`config.mk`:
```
export PLATFORM = sky130hd
export DESIGN_NAME = polygon_slice_lateral_extent_core
export DESIGN_NICKNAME = d
export VERILOG_FILES = /design/src/rtl/psle_pkg.sv /design/src/rtl/polygon_slice_lateral_extent_core.sv /design/src/rtl/psle_front.sv /design/src/rtl/psle_queue.sv /design/src/rtl/psle_back.sv
export SDC_FILE = /design/constraint.sdc
export NUM_CORES = 2
export LEC_CHECK = 0
export ABC_CLOCK_PERIOD_IN_PS = 13790
export BUFFER_PORTS_ARGS = -buffer_cell sky130_fd_sc_hd__buf_2
export CAP_MARGIN = 20
export CORE_ASPECT_RATIO = 1.5
export CORE_MARGIN = 4
export CORE_UTILIZATION = 35
export CTS_BUF_LIST = sky130_fd_sc_hd__clkbuf_4
export CTS_CLUSTER_DIAMETER = 60
export DETAILED_ROUTE_END_ITERATION = 12
export HOLD_SLACK_MARGIN = 0.02
export PLACE_DENSITY = 0.49
export REMOVE_ABC_BUFFERS = 1
export SETUP_SLACK_MARGIN = 0.4
export SYNTH_ARGS = -nofsm -noshare
export SYNTH_HDL_FRONTEND = slang
export SYNTH_SLANG_ARGS = --single-unit
```
`constraint.sdc`:
```
create_clock -name clock -period 13.79 [get_ports clock]
set_input_delay 0.6895 -clock clock [delete_from_list [all_inputs] [get_ports clock]]
set_output_delay 0.6895 -clock clock [all_outputs]
set_load 0.005 [all_outputs]
```
`src/rtl/psle_pkg.sv`:
```
// ----------------------------------------------------------------------------
// psle_pkg
// Shared types and constants for the polygon slice lateral extent core.
// ----------------------------------------------------------------------------
package psle_pkg;

   // Vertices needed before a polygon can report a hit.
   localparam int unsigned MIN_VERTICES = 3;

   // Vertex counter width; the counter saturates at MIN_VERTICES.
   localparam int unsigned VCOUNT_W = 2;

   // Flags that go with each edge job from the front end to the back end.
   typedef struct packed {
      logic has_edge;   // job carries an edge to test
      logic finish;     // last job of the polygon: emit the result after it
      logic few;        // polygon has fewer than MIN_VERTICES vertices
   } job_flags_type;

   localparam int unsigned JOB_FLAGS_W = $bits(job_flags_type);

endpackage

```
`src/rtl/polygon_slice_lateral_extent_core.sv`:
```
// Edge engine: an edge that spans the query with distinct stations passes through
//   pop, multiply, COORD_WIDTH+1 divide steps and update; an edge that misses is
//   only popped. After the last edge the result passes through FIN into its register.
// Flow: the serial divider paces the core; vertex items are held off while the
//   edge job queue is full or a closing edge is pending after a last vertex.
// Reset: synchronous, active high; clears polygon state, queue and result valid.
// ----------------------------------------------------------------------------
// polygon_slice_lateral_extent_core
// Slices a closed polygon at a query station and reports the lateral extent
// of the cut. Front end tracks vertices and issues edge jobs; back end tests
// and interpolates each edge with a multiply and a serial divide.
// ----------------------------------------------------------------------------
module polygon_slice_lateral_extent_core #(
   parameter int COORD_WIDTH = 32,
   parameter int QUEUE_DEPTH = 2
) (
   input  logic                   clock,
   input  logic                   reset,
   // vertex items
   input  logic                   req_valid,
   output logic                   req_ready,
   input  logic [COORD_WIDTH-1:0] req_vertex_s,
   input  logic [COORD_WIDTH-1:0] req_vertex_l,
   input  logic [COORD_WIDTH-1:0] req_query_s,
   input  logic                   req_last_vertex,
   // result items, one per polygon
   output logic                   rsp_valid,
   input  logic                   rsp_ready,
   output logic                   rsp_hit,
   output logic                   rsp_too_few_vertices,
   output logic [COORD_WIDTH-1:0] rsp_lateral_min,
   output logic [COORD_WIDTH-1:0] rsp_lateral_max
);

   // Job word: flags on top, then s0, l0, s1, l1, query station.
   localparam int COORDS_W = 5 * COORD_WIDTH;
   localparam int JOB_W    = psle_pkg::JOB_FLAGS_W + COORDS_W;

   logic                    push;
   logic                    full;
   logic                    pop;
   logic                    empty;
   psle_pkg::job_flags_type push_flags;
   psle_pkg::job_flags_type head_flags;
   logic [COORDS_W-1:0]     push_coords;
   logic [COORDS_W-1:0]     head_coords;
   logic [JOB_W-1:0]        head_job;

   // Front end: vertex bookkeeping; the closing edge of a polygon is queued from a
   // pending register after its last vertex, and new items are held off until it is queued.
   psle_front #(
      .COORD_WIDTH (COORD_WIDTH)
   ) u_front (
      .clock           (clock),
      .reset           (reset),
      .req_valid       (req_valid),
      .req_ready       (req_ready),
      .req_vertex_s    (req_vertex_s),
      .req_vertex_l    (req_vertex_l),
      .req_query_s     (req_query_s),
      .req_last_vertex (req_last_vertex),
      .job_push        (push),
      .job_flags       (push_flags),
      .job_coords      (push_coords),
      .job_full        (full)
   );

   // Edge job queue: lets the front keep taking items while the divider runs.
   psle_queue #(
      .DATA_W (JOB_W),
      .DEPTH  (QUEUE_DEPTH)
   ) u_queue (
      .clock     (clock),
      .reset     (reset),
      .push      (push),
      .push_data ({push_flags, push_coords}),
      .full      (full),
      .pop       (pop),
      .pop_data  (head_job),
      .empty     (empty)
   );

   assign head_flags  = psle_pkg::job_flags_type'(head_job[JOB_W-1:COORDS_W]);
   assign head_coords = head_job[COORDS_W-1:0];

   // Back end: span test, interpolation, running extent, result register.
   psle_back #(
      .COORD_WIDTH (COORD_WIDTH)
   ) u_back (
      .clock                (clock),
      .reset                (reset),
      .job_empty            (empty),
      .job_flags            (head_flags),
      .job_coords           (head_coords),
      .job_pop              (pop),
      .rsp_valid            (rsp_valid),
      .rsp_ready            (rsp_ready),
      .rsp_hit              (rsp_hit),
      .rsp_too_few_vertices (rsp_too_few_vertices),
      .rsp_lateral_min      (rsp_lateral_min),
      .rsp_lateral_max      (rsp_lateral_max)
   );

endmodule

```
`src/rtl/psle_front.sv`:
```
// ----------------------------------------------------------------------------
// psle_front
// Accepts vertex items, tracks first/previous vertex and vertex count, and
// turns items into back-end edge jobs; a last vertex after the first adds the closing edge.
// ----------------------------------------------------------------------------
module psle_front #(
   parameter int COORD_WIDTH = 32
) (
   input  logic                          clock,
   input  logic                          reset,
   input  logic                          req_valid,
   output logic                          req_ready,
   input  logic [COORD_WIDTH-1:0]        req_vertex_s,
   input  logic [COORD_WIDTH-1:0]        req_vertex_l,
   input  logic [COORD_WIDTH-1:0]        req_query_s,
   input  logic                          req_last_vertex,
   output logic                          job_push,
   output psle_pkg::job_flags_type       job_flags,
   output logic [5*COORD_WIDTH-1:0]      job_coords,
   input  logic                          job_full
);

   logic [psle_pkg::VCOUNT_W-1:0] count_ff, count_in;
   logic [COORD_WIDTH-1:0]        first_s_ff, first_s_in;
   logic [COORD_WIDTH-1:0]        first_l_ff, first_l_in;
   logic [COORD_WIDTH-1:0]        prev_s_ff, prev_s_in;
   logic [COORD_WIDTH-1:0]        prev_l_ff, prev_l_in;
   logic                          pend_ff, pend_in;
   logic                          pend_few_ff, pend_few_in;
   logic [COORD_WIDTH-1:0]        pend_q_ff, pend_q_in;

   logic accept;
   logic first_vtx;
   logic few_now;

   localparam logic [psle_pkg::VCOUNT_W-1:0] CNT_SAT =
      psle_pkg::VCOUNT_W'(psle_pkg::MIN_VERTICES);
   localparam logic [psle_pkg::VCOUNT_W-1:0] CNT_FEW =
      psle_pkg::VCOUNT_W'(psle_pkg::MIN_VERTICES - 1);

   // Closing edge is queued from the pending register; hold off new items until it is queued.
   assign req_ready = !pend_ff && !job_full;
   assign accept    = req_valid && req_ready;
   assign first_vtx = (count_ff == '0);
   // count after this item still below the minimum
   assign few_now   = (count_ff < CNT_FEW);

   always_comb begin
      if (pend_ff) begin
         job_push           = !job_full;
         job_flags.has_edge = 1'b1;
         job_flags.finish   = 1'b1;
         job_flags.few      = pend_few_ff;
         job_coords         = {prev_s_ff, prev_l_ff, first_s_ff, first_l_ff, pend_q_ff};
      end else begin
         job_push           = accept && (!first_vtx || req_last_vertex);
         job_flags.has_edge = !first_vtx;
         job_flags.finish   = req_last_vertex && first_vtx;
         job_flags.few      = few_now;
         job_coords         = {prev_s_ff, prev_l_ff, req_vertex_s, req_vertex_l,
                               req_query_s};
      end
   end

   always_comb begin
      count_in    = count_ff;
      first_s_in  = first_s_ff;
      first_l_in  = first_l_ff;
      prev_s_in   = prev_s_ff;
      prev_l_in   = prev_l_ff;
      pend_in     = pend_ff;
      pend_few_in = pend_few_ff;
      pend_q_in   = pend_q_ff;
      if (pend_ff && !job_full) begin
         pend_in = 1'b0;
      end
      if (accept) begin
         if (first_vtx) begin
            first_s_in = req_vertex_s;
            first_l_in = req_vertex_l;
         end
         prev_s_in = req_vertex_s;
         prev_l_in = req_vertex_l;
         if (req_last_vertex) begin
            count_in = '0;
         end else if (count_ff != CNT_SAT) begin
            count_in = count_ff + 1'b1;
         end
         if (req_last_vertex && !first_vtx) begin
            pend_in     = 1'b1;
            pend_few_in = few_now;
            pend_q_in   = req_query_s;
         end
      end
   end

   always_ff @(posedge clock) begin
      if (reset) begin
         count_ff   <= '0;
         pend_ff    <= 1'b0;
         first_s_ff <= '0;
         first_l_ff <= '0;
         prev_s_ff  <= '0;
         prev_l_ff  <= '0;
      end else begin
         count_ff   <= count_in;
         pend_ff    <= pend_in;
         first_s_ff <= first_s_in;
         first_l_ff <= first_l_in;
         prev_s_ff  <= prev_s_in;
         prev_l_ff  <= prev_l_in;
      end
   end

   always_ff @(posedge clock) begin
      pend_few_ff <= pend_few_in;
      pend_q_ff   <= pend_q_in;
   end

endmodule

```
`src/rtl/psle_queue.sv`:
```
// ----------------------------------------------------------------------------
// psle_queue
// Small FIFO of edge jobs between the front end and the back end.
// ----------------------------------------------------------------------------
module psle_queue #(
   parameter int DATA_W = 8,
   parameter int DEPTH  = 2
) (
   input  logic              clock,
   input  logic              reset,
   input  logic              push,
   input  logic [DATA_W-1:0] push_data,
   output logic              full,
   input  logic              pop,
   output logic [DATA_W-1:0] pop_data,
   output logic              empty
);

   localparam int PTR_W  = (DEPTH > 1) ? $clog2(DEPTH) : 1;
   localparam int FILL_W = $clog2(DEPTH + 1);
   localparam logic [PTR_W-1:0]  PTR_LAST = PTR_W'(DEPTH - 1);
   localparam logic [FILL_W-1:0] FILL_MAX = FILL_W'(DEPTH);

   logic [DATA_W-1:0] slot_ff [DEPTH];
   logic [PTR_W-1:0]  wr_ptr_ff, wr_ptr_in;
   logic [PTR_W-1:0]  rd_ptr_ff, rd_ptr_in;
   logic [FILL_W-1:0] fill_ff, fill_in;
   logic              do_push, do_pop;

   assign full     = (fill_ff == FILL_MAX);
   assign empty    = (fill_ff == '0);
   assign do_push  = push && !full;
   assign do_pop   = pop && !empty;
   assign pop_data = slot_ff[rd_ptr_ff];

   always_comb begin
      wr_ptr_in = wr_ptr_ff;
      rd_ptr_in = rd_ptr_ff;
      fill_in   = fill_ff;
      if (do_push) begin
         wr_ptr_in = (wr_ptr_ff == PTR_LAST) ? '0 : wr_ptr_ff + 1'b1;
      end
      if (do_pop) begin
         rd_ptr_in = (rd_ptr_ff == PTR_LAST) ? '0 : rd_ptr_ff + 1'b1;
      end
      if (do_push && !do_pop) begin
         fill_in = fill_ff + 1'b1;
      end else if (do_pop && !do_push) begin
         fill_in = fill_ff - 1'b1;
      end
   end

   always_ff @(posedge clock) begin
      if (reset) begin
         wr_ptr_ff <= '0;
         rd_ptr_ff <= '0;
         fill_ff   <= '0;
      end else begin
         wr_ptr_ff <= wr_ptr_in;
         rd_ptr_ff <= rd_ptr_in;
         fill_ff   <= fill_in;
      end
   end

   always_ff @(posedge clock) begin
      if (do_push) begin
         slot_ff[wr_ptr_ff] <= push_data;
      end
   end

endmodule

```
`src/rtl/psle_back.sv`:
```
// ----------------------------------------------------------------------------
// psle_back
// Edge engine: span test, one multiply, serial restoring divide, running
// min/max, and the result register.
// ----------------------------------------------------------------------------
module psle_back #(
   parameter int COORD_WIDTH = 32
) (
   input  logic                          clock,
   input  logic                          reset,
   input  logic                          job_empty,
   input  psle_pkg::job_flags_type       job_flags,
   input  logic [5*COORD_WIDTH-1:0]      job_coords,
   output logic                          job_pop,
   output logic                          rsp_valid,
   input  logic                          rsp_ready,
   output logic                          rsp_hit,
   output logic                          rsp_too_few_vertices,
   output logic [COORD_WIDTH-1:0]        rsp_lateral_min,
   output logic [COORD_WIDTH-1:0]        rsp_lateral_max
);

   localparam int W     = COORD_WIDTH;
   localparam int CNT_W = $clog2(W + 1);

   localparam logic [2:0] ST_IDLE = 3'd0;
   localparam logic [2:0] ST_MUL  = 3'd1;
   localparam logic [2:0] ST_DIV  = 3'd2;
   localparam logic [2:0] ST_UPD  = 3'd3;
   localparam logic [2:0] ST_FIN  = 3'd4;

   localparam logic signed [W-1:0] COORD_MAX = {1'b0, {(W-1){1'b1}}};
   localparam logic signed [W-1:0] COORD_MIN = {1'b1, {(W-1){1'b0}}};

   logic [2:0]            state_ff, state_in;
   logic [W:0]            a_ff, a_in;       // |q - s0|
   logic [W:0]            b_ff, b_in;       // |l1 - l0|
   logic [W:0]            d_ff, d_in;       // |s1 - s0|
   logic [W-1:0]          l0_ff, l0_in;
   logic                  neg_ff, neg_in;
   logic                  finish_ff, finish_in;
   logic                  few_ff, few_in;
   logic [W:0]            rem_ff, rem_in;
   logic [W:0]            low_ff, low_in;
   logic [W:0]            quo_ff, quo_in;
   logic [CNT_W-1:0]      cnt_ff, cnt_in;
   logic signed [W-1:0]   run_min_ff, run_min_in;
   logic signed [W-1:0]   run_max_ff, run_max_in;
   logic                  any_hit_ff, any_hit_in;
   logic                  rsp_valid_ff, rsp_valid_in;
   logic                  rsp_hit_ff, rsp_hit_in;
   logic                  rsp_few_ff, rsp_few_in;
   logic [W-1:0]          rsp_min_ff, rsp_min_in;
   logic [W-1:0]          rsp_max_ff, rsp_max_in;

   // job head
   logic signed [W-1:0]   h_s0, h_l0, h_s1, h_l1, h_q;
   logic signed [W-1:0]   h_lo, h_hi;
   logic                  h_span;
   logic signed [W:0]     dq, ds, dl;
   logic [W:0]            dq_mag, ds_mag, dl_mag;

   // datapath
   logic [2*W+1:0]        prod;
   logic [W+1:0]          div_t, div_diff;
   logic                  div_ge;
   logic signed [W+1:0]   l_ext, off_ext, l_sum;
   logic signed [W-1:0]   l_val;
   logic                  res_hit;
   logic                  out_free;

   assign {h_s0, h_l0, h_s1, h_l1, h_q} = job_coords;

   assign h_lo   = (h_s0 < h_s1) ? h_s0 : h_s1;
   assign h_hi   = (h_s0 < h_s1) ? h_s1 : h_s0;
   assign h_span = job_flags.has_edge && (h_q >= h_lo) && (h_q <= h_hi);

   assign dq     = {h_q[W-1], h_q} - {h_s0[W-1], h_s0};
   assign ds     = {h_s1[W-1], h_s1} - {h_s0[W-1], h_s0};
   assign dl     = {h_l1[W-1], h_l1} - {h_l0[W-1], h_l0};
   assign dq_mag = dq[W] ? -dq : dq;
   assign ds_mag = ds[W] ? -ds : ds;
   assign dl_mag = dl[W] ? -dl : dl;

   assign job_pop = (state_ff == ST_IDLE) && !job_empty;

   assign prod = a_ff * b_ff;

   // one restoring divide step; remainder stays below d
   assign div_t    = {rem_ff, low_ff[W]};
   assign div_ge   = (div_t >= {1'b0, d_ff});
   assign div_diff = div_t - {1'b0, d_ff};

   // the sum always lies between l0 and l1, so it fits W bits
   assign l_ext   = {l0_ff[W-1], l0_ff[W-1], l0_ff};
   assign off_ext = {1'b0, quo_ff};
   assign l_sum   = neg_ff ? (l_ext - off_ext) : (l_ext + off_ext);
   assign l_val   = l_sum[W-1:0];

   assign res_hit  = !few_ff && any_hit_ff;
   assign out_free = !rsp_valid_ff || rsp_ready;

   always_comb begin
      state_in     = state_ff;
      a_in         = a_ff;
      b_in         = b_ff;
      d_in         = d_ff;
      l0_in        = l0_ff;
      neg_in       = neg_ff;
      finish_in    = finish_ff;
      few_in       = few_ff;
      rem_in       = rem_ff;
      low_in       = low_ff;
      quo_in       = quo_ff;
      cnt_in       = cnt_ff;
      run_min_in   = run_min_ff;
      run_max_in   = run_max_ff;
      any_hit_in   = any_hit_ff;
      rsp_valid_in = rsp_valid_ff && !rsp_ready;
      rsp_hit_in   = rsp_hit_ff;
      rsp_few_in   = rsp_few_ff;
      rsp_min_in   = rsp_min_ff;
      rsp_max_in   = rsp_max_ff;

      unique case (state_ff)
         ST_IDLE: begin
            if (!job_empty) begin
               a_in       = dq_mag;
               b_in       = dl_mag;
               d_in       = ds_mag;
               l0_in      = h_l0;
               neg_in     = dl[W];
               finish_in  = job_flags.finish;
               few_in     = job_flags.few;
               quo_in     = '0;
               any_hit_in = any_hit_ff || h_span;
               priority if (h_span && (ds_mag != '0)) begin
                  state_in = ST_MUL;
               end else if (h_span) begin
                  state_in = ST_UPD;
               end else if (job_flags.finish) begin
                  state_in = ST_FIN;
               end else begin
                  state_in = ST_IDLE;
               end
            end
         end
         ST_MUL: begin
            rem_in   = prod[2*W+1:W+1];
            low_in   = prod[W:0];
            cnt_in   = CNT_W'(W);
            state_in = ST_DIV;
         end
         ST_DIV: begin
            rem_in = div_ge ? div_diff[W:0] : div_t[W:0];
            low_in = {low_ff[W-1:0], 1'b0};
            quo_in = {quo_ff[W-1:0], div_ge};
            cnt_in = cnt_ff - 1'b1;
            if (cnt_ff == '0) begin
               state_in = ST_UPD;
            end
         end
         ST_UPD: begin
            if (l_val < run_min_ff) begin
               run_min_in = l_val;
            end
            if (l_val > run_max_ff) begin
               run_max_in = l_val;
            end
            state_in = finish_ff ? ST_FIN : ST_IDLE;
         end
         ST_FIN: begin
            if (out_free) begin
               rsp_valid_in = 1'b1;
               rsp_hit_in   = res_hit;
               rsp_few_in   = few_ff;
               rsp_min_in   = res_hit ? run_min_ff : COORD_MAX;
               rsp_max_in   = res_hit ? run_max_ff : COORD_MIN;
               run_min_in   = COORD_MAX;
               run_max_in   = COORD_MIN;
               any_hit_in   = 1'b0;
               state_in     = ST_IDLE;
            end
         end
         default: begin
            state_in = ST_IDLE;
         end
      endcase
   end

   always_ff @(posedge clock) begin
      if (reset) begin
         state_ff     <= ST_IDLE;
         run_min_ff   <= COORD_MAX;
         run_max_ff   <= COORD_MIN;
         any_hit_ff   <= 1'b0;
         rsp_valid_ff <= 1'b0;
      end else begin
         state_ff     <= state_in;
         run_min_ff   <= run_min_in;
         run_max_ff   <= run_max_in;
         any_hit_ff   <= any_hit_in;
         rsp_valid_ff <= rsp_valid_in;
      end
   end

   always_ff @(posedge clock) begin
      a_ff       <= a_in;
      b_ff       <= b_in;
      d_ff       <= d_in;
      l0_ff      <= l0_in;
      neg_ff     <= neg_in;
      finish_ff  <= finish_in;
      few_ff     <= few_in;
      rem_ff     <= rem_in;
      low_ff     <= low_in;
      quo_ff     <= quo_in;
      cnt_ff     <= cnt_in;
      rsp_hit_ff <= rsp_hit_in;
      rsp_few_ff <= rsp_few_in;
      rsp_min_ff <= rsp_min_in;
      rsp_max_ff <= rsp_max_in;
   end

   assign rsp_valid            = rsp_valid_ff;
   assign rsp_hit              = rsp_hit_ff;
   assign rsp_too_few_vertices = rsp_few_ff;
   assign rsp_lateral_min      = rsp_min_ff;
   assign rsp_lateral_max      = rsp_max_ff;

endmodule

```
==> reports/results.txt <==
status -> finished, final reports clean
cts bufs inserted -> 231
slowest stage delay, CP -> 0.73 ns
Core ar. -> 0.235 mm^2
antenna violation net count after detailed routing -> 0
H-tree depth -> 4
critical setup path kind -> flip-flop to flip-flop
# setup viols final -> 0
Pins Over Slew Limit -> 0
Fillers -> 23536
initial antenna violation count -> 27
Layout Skew -> 0.148 ns
Critical Path RT -> 14.83 ns
post-route insts no fill -> 11872
die area -> 0.244 mm^2
Synth cell types -> 91
type of the most critical hold path -> input port to flip-flop
Placer Congestion -> 0.887
Peak Freq -> 105 MHz
die height -> 603 um
CP arrival -> 10.53 ns
CTS tree -> done
Syn Area/Cell -> 9.86 um^2
final WL -> 259000 um
clock root cell -> clkbuf_4
Placed Area -> 0.0867 mm^2
Seq/Total Area, Yosys -> 0.291
Avg Vias per Cell -> 5.10
Area growth, synth to finish -> 9.99%
DRC viols -> 0
Reg clk slew, reported paths -> 0.07 ns
CP Capture Type -> flip-flop
Critical Path Start Type -> flip-flop
Setup WS post-layout -> 4.31 ns
1st-iter DRT viols -> 3295
pre-CTS setup slack -> 4.09 ns
Max Fanout on Critical Path -> 66
Final #Nets -> 10223
Initial Utilization -> 0.351
Synth area leader -> edfxtp_1
post-synth top area share -> 0.241
DRT Pass-1 Iters -> 6
share of post-route cells with drive strength above 1 -> 0.108
Post-synth ARST share -> 0
Post-synth EDFFs -> 663
first-pass GRT wire length -> 396000 um
DR WL/cell -> 21.8 um
Worst-Margin Slew -> 1.16 ns
Cells after Synth -> 8367
RSZ-0062 raised after global routing -> no
design area -> 0.0907 mm^2
Slew HR -> 0.219
Placed Cells -> 11343
Max Buffers Root-to-Sink -> 4
Clock Latency Late Sink -> 1.18 ns
Die W -> 404 um
number of synthesized register bits -> 868
CTS resizes -> 0
Yosys warning total -> 0
# rows -> 218
max_cap viols -> 0
largest net degree at the start of global routing -> 76
fin crit period -> 9.48 ns
slowest stage cell, crit path -> buf_4
Vias -> 60532
Primary FF master, synth -> edfxtp_1
Post-Synthesis Cell Area -> 0.0825 mm^2
Area contributors post-synth -> edfxtp_1, fa_1, ha_1
cell with the most instances after synthesis -> inv_1
most frequent cells after synthesis -> inv_1, nand2_1, fa_1, edfxtp_1, and2_1
vias in the first global route -> 65587
final core utilization -> 0.386
IO Pins -> 169
IO buf count -> 168
total clock sinks -> 868
GRT Total Usage -> 0.213
hpwl dp -> 195000 um
final hold vios -> 0
fin crit share -> 0.688
grt ovf -> 0
[critical path: cells and delay by family (launching register included)]
| family | cells | cell delay [ns] |
|---|---|---|
| compound gates | 12 | 2.44 |
| fa+ha+maj | 2 | 0.77 |
| buf+inv | 5 | 2.19 |
| xor+xnor | 1 | 0.17 |
| flops | 1 | 0.54 |
| mux | 2 | 0.63 |
| simple gates | 8 | 2.50 |
[timing repair]
item,4_1_cts,5_1_grt
buffers inserted,0,0
endpoints found under the hold margin,379,0
hold buffers,101,0
[area by class of cell]
type	instances	area, um^2	area share
multi-input cells	5818	52200	0.576
flip-flops and latches	868	24000	0.265
inverters	1293	4860	0.0536
well taps	3080	3850	0.0425
repair buffers	386	2740	0.0302
clock buffers	333	2500	0.0276
clock inverters	84	499	0.00550
diodes	10	25.0	0.000276
[final timing paths]
check                       start                      end  slack [ns]  depth (start not counted)
max                     flip-flop       u_back.state_ff[1]        4.31                         30
min reg2reg  u_front.prev_s_ff[3]  u_queue.slot_ff[1][131]        0.39                          0
min               req_query_s[22]    u_front.pend_q_ff[22]        0.23                          2
max reg2reg             flip-flop       u_back.state_ff[1]        4.31                         30
[layout by cell type (no fill, tap or decap), types with 228 or more instances in the layout]
| master | count |
|---|---|
| edfxtp_1 | 663 |
| ha_1 | 561 |
| nor2_1 | 258 |
| fa_1 | 963 |
| inv_1 | 1291 |
| a21oi_1 | 439 |
| and2_1 | 560 |
| clkbuf_4 | 333 |
| mux2_2 | 228 |
| nand2_1 | 1070 |
[logic make-up (layout without fill, tap and decap cells)]
family	Yosys count	in the layout	share of synthesized area
mux	352	352	0.0462
simple gates	2482	2482	0.147
xor+xnor	311	311	0.0330
fa+ha+maj	1524	1524	0.319
compound gates	1149	1149	0.0873
other cells	0	10	0
flops	868	868	0.291
buf+inv	1681	2096	0.0766
[state kept, by name (all words and copies together) (netlist names), 33 cells and up, named ones only]
name             flops
u_queue.slot_ff    326
u_back.a_ff         33
u_back.b_ff         33
u_back.d_ff         33
u_back.low_ff       33
u_back.rem_ff       33
[metal layers]
| layer | global-route usage | routed length (um) | up-vias | part of all wire |
|---|---|---|---|---|
| met5 | 0 | 44 | - | 0.00017 |
| met4 | 0.109 | 15000 | 6 | 0.058 |
| met2 | 0.392 | 134000 | 1451 | 0.52 |
| li1 | - | - | 27956 | - |
| met1 | 0.241 | 99800 | 30582 | 0.39 |
| met3 | 0.0263 | 9910 | 537 | 0.038 |
[metrics by stage]
step	hold slack, ns	TNS (ns)
finish	0.228	0
global route	0.123	0
CTS	0.0673	0
detailed placement	0.438	0
global placement	0.430	0
floorplan	0.425	-135.17
Power is not shown: default switching activity piles up to over one toggle a cycle in this logic, so the estimate is an artifact.
